### src/tcvi_pkg.sv
// Shared types, constants and helpers of the tilt-compensated velocity integrator.
package tcvi_pkg;

  localparam int QDEPTH = 2;
  localparam int QPTR_W = 1;
  localparam int QCNT_W = 2;

  localparam logic [2:0] REG_OFFSET_X      = 3'd0;
  localparam logic [2:0] REG_OFFSET_Y      = 3'd1;
  localparam logic [2:0] REG_OFFSET_Z      = 3'd2;
  localparam logic [2:0] REG_FILTER_GAIN   = 3'd3;
  localparam logic [2:0] REG_DEAD_BAND     = 3'd4;
  localparam logic [2:0] REG_LEAK_FACTOR   = 3'd5;
  localparam logic [2:0] REG_GRAVITY_SCALE = 3'd6;

  localparam logic [1:0] ANG_SP = 2'd0;
  localparam logic [1:0] ANG_CP = 2'd1;
  localparam logic [1:0] ANG_SR = 2'd2;
  localparam logic [1:0] ANG_CR = 2'd3;

  localparam logic [16:0] GAIN_ONE      = 17'd65536;
  localparam logic [30:0] Q30_ONE       = 31'd1073741824;
  localparam logic [32:0] RECIP_72      = 33'd7635497416;
  localparam logic [32:0] RECIP_42      = 33'd6544712071;
  localparam logic [32:0] RECIP_20      = 33'd6871947674;
  localparam logic [32:0] RECIP_6       = 33'd5726623062;
  localparam logic [46:0] DIV_BASE      = 47'd15625;
  localparam logic [32:0] RECIP_15625   = 33'd4503599627;
  localparam logic [5:0]  DIV_STEPS     = 6'd7;

  typedef struct packed {
    logic [13:0] arg;
    logic        neg;
  } ang_t;

  typedef struct packed {
    ang_t [3:0]         ang;
    logic signed [16:0] bx;
    logic signed [16:0] by;
    logic signed [16:0] bz;
    logic [19:0]        dt;
  } item_t;

  typedef struct packed {
    logic signed [15:0] offset_x;
    logic signed [15:0] offset_y;
    logic signed [15:0] offset_z;
    logic [16:0]        filter_gain;
    logic [19:0]        dead_band;
    logic [16:0]        leak_factor;
    logic [19:0]        gravity_scale;
  } cfg_t;

  typedef struct packed {
    logic signed [31:0] vel_x;
    logic signed [31:0] vel_y;
    logic signed [31:0] vel_z;
    logic [30:0]        speed_out;
    logic signed [31:0] acc_x_filtered;
    logic signed [31:0] acc_y_filtered;
    logic signed [31:0] acc_z_filtered;
  } result_t;

  // round by 16 bits to nearest, then saturate to 32 bits
  function automatic logic signed [31:0] rnd_sat16(input logic signed [69:0] v);
    logic signed [69:0] t;
    t = (v + 70'sd32768) >>> 16;
    if (t > 70'sd2147483647) begin
      return 32'sh7FFFFFFF;
    end else if (t < -70'sd2147483648) begin
      return 32'sh80000000;
    end
    return 32'(t);
  endfunction

endpackage

### src/tcvi_queue.sv
// Two-entry item queue between front end and back end.
module tcvi_queue
  import tcvi_pkg::*;
(
  input  logic  clk_i,
  input  logic  rst_ni,
  input  logic  push_i,
  input  item_t item_i,
  output logic  full_o,
  input  logic  pop_i,
  output logic  valid_o,
  output item_t item_o
);

  item_t              mem_q [QDEPTH];
  logic [QPTR_W-1:0]  wp_q, wp_d, rp_q, rp_d;
  logic [QCNT_W-1:0]  cnt_q, cnt_d;
  logic               do_push, do_pop;

  assign full_o  = (cnt_q == QCNT_W'(QDEPTH));
  assign valid_o = (cnt_q != '0);
  assign item_o  = mem_q[rp_q];
  assign do_push = push_i && !full_o;
  assign do_pop  = pop_i && valid_o;

  always_comb begin
    wp_d  = do_push ? wp_q + 1'b1 : wp_q;
    rp_d  = do_pop ? rp_q + 1'b1 : rp_q;
    cnt_d = cnt_q + QCNT_W'(do_push) - QCNT_W'(do_pop);
  end

  always_ff @(posedge clk_i or negedge rst_ni) begin
    if (!rst_ni) begin
      wp_q  <= '0;
      rp_q  <= '0;
      cnt_q <= '0;
    end else begin
      wp_q  <= wp_d;
      rp_q  <= rp_d;
      cnt_q <= cnt_d;
    end
  end

  always_ff @(posedge clk_i) begin
    if (do_push) begin
      mem_q[wp_q] <= item_i;
    end
  end

endmodule

### config.mk
export PLATFORM = sky130hd
export DESIGN_NAME = tcvi_queue
export DESIGN_NICKNAME = d
export VERILOG_FILES = /design/src/tcvi_pkg.sv /design/src/tcvi_queue.sv
export SDC_FILE = /design/constraint.sdc
export NUM_CORES = 1
export LEC_CHECK = 0
export ABC_CLOCK_PERIOD_IN_PS = 16410
export CAP_MARGIN = 20
export CORE_ASPECT_RATIO = 0.75
export CORE_MARGIN = 5
export CORE_UTILIZATION = 50
export DETAILED_ROUTE_END_ITERATION = 10
export DONT_BUFFER_PORTS = 1
export SLEW_MARGIN = 40
export SYNTH_ARGS = -nofsm -noshare
export SYNTH_HDL_FRONTEND = slang
export SYNTH_SLANG_ARGS = --single-unit
### constraint.sdc
create_clock -name clk_i -period 16.41 [get_ports clk_i]
set_input_delay 3.282 -clock clk_i [delete_from_list [all_inputs] [get_ports clk_i]]
set_output_delay 3.282 -clock clk_i [all_outputs]
set_load 0.005 [all_outputs]
**After elaboration in Yosys (flattened, before gate mapping)**

Memories as Yosys holds them, arrays and structs flattened.
Index checks and enable logic that the tools add are counted.
W data, S select, Z words.

- Register bits after elaboration: 4
- Memory bits (writable): 262
- Input bits: 135
- Output and inout bits: 133
- Word-level logic and storage cells: 15
- Memories: 1

Memories:

| name | words | bits a word | read ports | clocked after memory_dff | wr ports | line | source |
|---|---|---|---|---|---|---|---|
| mem_q | 2 | 131 | 1 | 0 | 1 | tcvi_queue.sv:15 | `item_t mem_q [QDEPTH];` |

- Add/sub/neg operators: 4
- Equality and inequality tests: 1
- Multiplexer cells: 2
- Reductions and logical operators: 4

Operator list:

| cell | number |
|---|---|
| $add A1 B1 Y1 const B | 2 |
| $add A2 B1 Y2 | 1 |
| $eq A2 B2 Y1 const B | 1 |
| $logic_and A1 B1 Y1 | 2 |
| $mux W1 | 2 |
| $reduce_bool A2 Y1 | 1 |
| $sub A2 B1 Y2 | 1 |
| $logic_not A1 Y1 | 1 |

**Longest topological paths before layout**

Gate-level depths: netlist of the first run.

- Depth after elaboration: 5
- Gate-level depth with buffers: 7
- Gate-level depth less buffers: 7

**Worst setup path before layout of the first run**

No wires, ideal clock.

- Kind: input to register
- From: input push_i
- To: memory mem_q[0][0] (netlist name), enable pin
- Library setup time: 0.623 ns
- Data arrival time: 8.819 ns
- Data required time: 15.787 ns
- Path slack: 6.969 ns
- Cell stages on the path: 2
- Buffers on the path: 0
- Cell sequence: nand2_1 > nor2_1

- Word-level cells in the longest chain between the ends: 3

RTL lines:

| element | line | source |
|---|---|---|
| start, declared | tcvi_queue.sv:7 | `input logic push_i,` |
| $logic_and A1 B1 Y1 | tcvi_queue.sv:23 | `assign do_push = push_i && !full_o;` |
| $mux W1 | tcvi_queue.sv:45 | `if (do_push) begin` |
| $mux W1 (implied by the code) | tcvi_queue.sv:46 | `mem_q[wp_q] <= item_i;` |
| end, declared | tcvi_queue.sv:15 |  |

Every way passes these cells.

==> results of run 1 <==
## how the worst min path moves through the flow
stage	slack (ps)	end	cells past startpoint
2_1_floorplan	460	cnt_q[1]	1
3_3_place_gp	480	cnt_q[1]	1
3_5_place_dp	490	cnt_q[1]	1
4_1_cts	500	cnt_q[1]	1
5_1_grt	520	cnt_q[1]	1
6_report	490	cnt_q[1]	1
## area by class of cell
cell class                 instances  area [um^2]
clock buffer                      30          687
clock inverter                    18          199
fill                            1426         8350
inverter                           2         7.51
multi-input combinational        143         1880
sequential                       266         7970
tap                              253          317
timing repair buffer               6         72.6
## power by group through the flow
stage	sequential [W]	combinational (W)	clock, W
final	0.000975	0.000492	0.000600
after global routing	0.000990	0.000529	0.000647
after CTS	0.000978	0.000504	0.000618
after detailed placement	0.000992	0.000504	0
after global placement	0.000984	0.000496	0
after floorplan	0.000995	0.000427	0
## through the flow
stage	area [um^2]	hold slack (ps)
6_report	11100	487
3_3_place_gp	10200	477
4_1_cts	11100	497
5_1_grt	11100	525
3_5_place_dp	10200	486
2_1_floorplan	9980	460
## registers in the layout (all words and copies together) (netlist names)
name   flops
rp_q       1
cnt_q      2
wp_q       1
mem_q    262
## cells in the mapped netlist, drive strengths merged
| master | number | area (um^2) |
|---|---|---|
| edfxtp | 262 | 7870 |
| mux2 | 131 | 1780 |
| buf | 15 | 141 |
| dfrtp | 4 | 100 |
| xnor2 | 3 | 26.3 |
| ha | 2 | 25.0 |
| inv | 2 | 7.51 |
| and2 | 1 | 6.26 |
| and3 | 1 | 6.26 |
| nand2 | 1 | 3.75 |
| nand2b | 1 | 6.26 |
| nor2 | 1 | 3.75 |
| or2 | 1 | 6.26 |
| xor2 | 1 | 8.76 |
## kinds of logic (layout without fill, tap and decap cells)
family,count (synthesis),after routing,synth area share [%]
flip-flops,266,266,79.8
buffers and inverters,17,56,1.49
AND/OR/NAND/NOR,6,6,0.326
XOR/XNOR,4,4,0.351
multiplexers,131,131,17.8
adder cells (fa/ha/maj),2,2,0.251
## layer usage
metal | share of wire [%] | vias to the layer above | track usage [%] | wire length [um]
met4 | 1.9 | 0 | 3.46 | 330
met2 | 47 | 188 | 22.7 | 8100
met3 | 15 | 30 | 10.1 | 2660
met1 | 35 | 1888 | 16.1 | 6070
li1 | - | 1728 | - | -
met5 | 0 | - | 0 | 0
==> results by group, run 1 <==
Yosys
  – Seq/Total Area, Yosys: 79.8%
  – Syn Nets: 563
  – Flops & latches, synth: 266
  – Gate Count Post-Synth: 426
  – Yosys cell types: 17
  – Syn Std Cell Area: 9980 um^2
  – Post-synthesis average cell area: 23.4 um^2
  – Yosys warns: 0

Setup path
  – Critical-path cell list: buf_6 -> mux2_2
  – CP startpoint kind: flop
  – Reg2Reg Capture Point: mem_q[1][116]
  – Max incr delay on CP: 620 ps
  – Req. time, crit path: 13130 ps
  – CP endpoint: item_o[111]
  – Crit-path leading delay family: flip-flops
  – FF-to-FF setup slack: 14100 ps
  – Critical path endpoint category: primary output
  – Worst Path Buf+Inv: 1
  – CP max FO: 60
  – CP Class: reg2out
  – CP arrival: 2220 ps
  – Crit path launch: rp_q
  – Worst reg2reg path startpoint: cnt_q[0]
  – Worst path slowest cell: dfrtp_4
  – Worst reg2reg path depth: 4
  – Levels on crit path: 2

CTS
  – Clk buf depth: 3
  – H-Tree Depth: 1
  – CTS tree: built
  – CTS root buf: clkbuf_16
  – Setup bufs post-CTS: 0
  – Clock sink count: 266
  – CTS Hold Bufs: 0
  – Number of CTS-inserted buffers: 26
  – Later-pin clock latency in the skew report: 510 ps
  – Clk pin slew, worst setup/hold paths: 60 ps
  – Post-cts resize count: 0

Power and ir drop
  – Switch Pwr: 0.000541 W
  – Cell-internal power: 0.00153 W
  – Lkg Pwr: 3.85 nW
  – Comb pwr share: 23.8%
  – Clock network power share: 29.0%
  – Max IR drop VDD: 0.124 mV
  – Total Power: 0.00207 W
  – Register share of total power: 47.2%
  – Switching share of total power: 26.2%
  – Power Density: 186 nW/um^2

STA
  – Worst slew margin: 45.5%
  – Setup TNS: 0 ps
  – RSZ-0062 raised after global routing: false
  – Final hold vios: 0
  – Tmin final: 5510 ps
  – Actual slew at the worst max-slew pin: 818 ps
  – Clk_skew: 8.94 ps
  – Max Clk Rate: 0.182 GHz
  – Final worst-path cycle share: 33.6%
  – Final Worst Setup Slack: 10900 ps
  – Slew Limit Fails: 0
  – Final setup violation count: 0

Place
  – Routability cong.: 0.719
  – HPWL Detailed: 11.5 mm
  – I/O Buffers: 0
  – Pre-CTS setup slack: 11260 ps
  – Placed Cells: 669

GRT
  – Global route total overflow: 0
  – Vias in the first global route: 4177
  – Largest net degree at the start of global routing: 75
  – First-pass GRT wire length: 25.5 mm
  – Initial antenna violation count: 0
  – Total global-route track usage: 14.4%

Floorplan
  – Io pins: 268
  – Starting density of the core: 51.2%
  – Die footprint: 22900 um^2
  – Die Wd: 173 um
  – Rows: 44
  – Die Ht: 132 um
  – Core Region: 19500 um^2

Routing
  – Drt drc: 0
  – DRT Pass-1 Iters: 4
  – Final ANT Viol Nets: 0
  – Vias per cell: 5.34
  – Via count: 3834
  – Starting DRT DRC Count: 194
  – DRT Wirelength: 17.2 mm
  – DR WL/cell: 23.9 um

Finish
  – Non-filler cells, final: 718
  – Diode count: 0
  – Share of layout cells above drive strength 1: 39.1%
  – Layout Nets: 582
  – Final Util: 57.1%
  – Commonest non-fill, non-tap cell in the layout: edfxtp_1
  – Most frequent cells in the layout: edfxtp_1 (262), mux2_4 (80), mux2_2 (51)
  – P&R area growth vs syn: 11.5%

Outcome
  – Status: completed

Worst hold path
  – Worst Hold Launch: cnt_q[1]
  – Hold Path Class: reg2reg

Flow run
  – Max-cap violations: 0
No activity file was read; power rests on OpenSTA's default activity.
==> run 2: changes to the inputs <==
- ABC_CLOCK_PERIOD_IN_PS: 16410 -> 5400
- clock period: 16.41 -> 5.4 ns (I/O delays scaled with it)
==> run 2 against run 1 <==
Clock-buffer cell count is 2 higher. Flip-flop and latch count did not move. Clock power increased to 2.6 times the previous value. Sequential share of layout area increased by 1.1 points. Power increased to 2.9 times the previous value. Register-to-register slack got worse by 11000 ps.
==> results by group, run 2 (synthesis results as in run 1) <==
Outcome
  – Status: completed

Place
  – HPWL Detailed: 12.4 mm
  – Routability cong.: 0.743
  – I/O Buffers: 0

GRT
  – Largest net degree at the start of global routing: 80
  – Initial antenna violation count: 1
  – Global route total overflow: 0
  – Vias in the first global route: 4343
  – First-pass GRT wire length: 26.6 mm
  – Total global-route track usage: 15.2%

STA
  – Final hold vios: 0
  – Clk_skew: 6.64 ps
  – Tmin final: 3320 ps
  – RSZ-0062 raised after global routing: false
  – Slew Limit Fails: 0
  – Final setup violation count: 0
  – Worst slew margin: 48.5%
  – Actual slew at the worst max-slew pin: 772 ps
  – Final worst-path cycle share: 61.5%
  – Max Clk Rate: 0.301 GHz
  – Setup TNS: 0 ps

Power and ir drop
  – Switching share of total power: 26.9%
  – Total Power: 0.00600 W
  – Cell-internal power: 0.00439 W
  – Register share of total power: 49.7%
  – Max IR drop VDD: 0.372 mV
  – Lkg Pwr: 3.78 nW
  – Clock network power share: 25.4%
  – Power Density: 547 nW/um^2
  – Switch Pwr: 0.00162 W
  – Comb pwr share: 24.9%

Routing
  – Via count: 3841
  – DRT Wirelength: 17.9 mm
  – Drt drc: 0
  – Final ANT Viol Nets: 0
  – DR WL/cell: 25.0 um
  – Starting DRT DRC Count: 238
  – DRT Pass-1 Iters: 4
  – Vias per cell: 5.36

Finish
  – P&R area growth vs syn: 9.89%
  – Final Util: 56.3%
  – Commonest non-fill, non-tap cell in the layout: edfxtp_1
  – Max FFs per register: 262
  – Most frequent cells in the layout: edfxtp_1 (262), mux2_4 (80), mux2_2 (51)
  – Fill count: 1475
  – Largest registers: mem_q: 262 flops, cnt_q: 2 flops
  – Share of layout cells above drive strength 1: 37.1%
  – Largest reg by FF count: mem_q
  – Layout Nets: 582

CTS
  – Clk pin slew, worst setup/hold paths: 60 ps
  – Clock sink count: 266
  – CTS Hold Bufs: 0
  – Number of CTS-inserted buffers: 25
  – CTS root buf: clkbuf_16
  – Setup bufs post-CTS: 0
  – Later-pin clock latency in the skew report: 500 ps
  – CTS tree: built
  – Clk buf depth: 3
  – H-Tree Depth: 1
  – Post-cts resize count: 0

Setup path
  – Req. time, crit path: 4320 ps
  – Worst reg2reg path depth: 4
  – CP arrival: 2240 ps
  – CP Class: reg2out
  – Critical path endpoint category: primary output
  – CP max FO: 34
  – CP startpoint kind: flop

Floorplan
  – Starting density of the core: 51.2%
  – Io pins: 268
  – Rows: 44
  – Die Ht: 132 um
  – Die Wd: 173 um
  – Core Region: 19500 um^2
  – Die footprint: 22900 um^2

Flow run
  – Max-cap violations: 0

Worst hold path
  – Hold Path Class: in2async
[run 2: cell type report]
cell class,count,area (um^2),share of cell area (%)
antenna,1,2.50,0.0228
clock buffer,32,652,5.94
clock inverter,13,60.1,0.547
inverter,2,7.51,0.0684
multi-input combinational,143,1880,17.1
sequential,266,7970,72.7
tap,253,317,2.89
timing repair buffer,7,81.3,0.741
[run 2: worst max-delay path: stages (launching register included)]
cell and delay [ps]:
dfrtp_4 700, buf_4 580, mux2_2 420
[run 2: final timing paths]
| path | start | slack (ps) | endpoint |
|---|---|---|---|
| max | rp_q | 2080 | item_o[111] |
| min reg2reg | cnt_q[1] | 510 | cnt_q[1] |
| max reg2reg | cnt_q[1] | 3230 | mem_q[1][65] |
| min | rst_ni | 270 | cnt_q[1] |
| max in group asynchronous | rst_ni | 5060 | rp_q |
| min in group clk_i | cnt_q[1] | 510 | cnt_q[1] |
[run 2: power by group through the flow]
stage | clock (W) | sequential [W] | combinational, W
floorplan | 0 | 0.00300 | 0.00130
global placement | 0 | 0.00302 | 0.00150
detailed placement | 0 | 0.00304 | 0.00152
CTS | 0.00158 | 0.00299 | 0.00152
global route | 0.00166 | 0.00303 | 0.00160
finish | 0.00153 | 0.00298 | 0.00149
[run 2: stage by stage]
| stage | instance area (um^2) | cells | hold slack, ps | setup WS, ps |
|---|---|---|---|---|
| after global routing | 11000 | 717 | 242 | 1970 |
| after floorplan | 9990 | 426 | 460 | 372 |
| after global placement | 10200 | 670 | 477 | 2610 |
| after CTS | 10900 | 715 | 242 | 2020 |
| final | 11000 | 717 | 267 | 2080 |
| after detailed placement | 10200 | 670 | 494 | 2570 |
[run 2: routing by layer]
layer | up-vias | GRT usage (%) | wire length, um
met5 | - | 0 | 0
met4 | 0 | 3.32 | 381
met3 | 27 | 10.6 | 2750
met2 | 188 | 24.8 | 8560
met1 | 1896 | 16.4 | 6260
li1 | 1730 | - | -
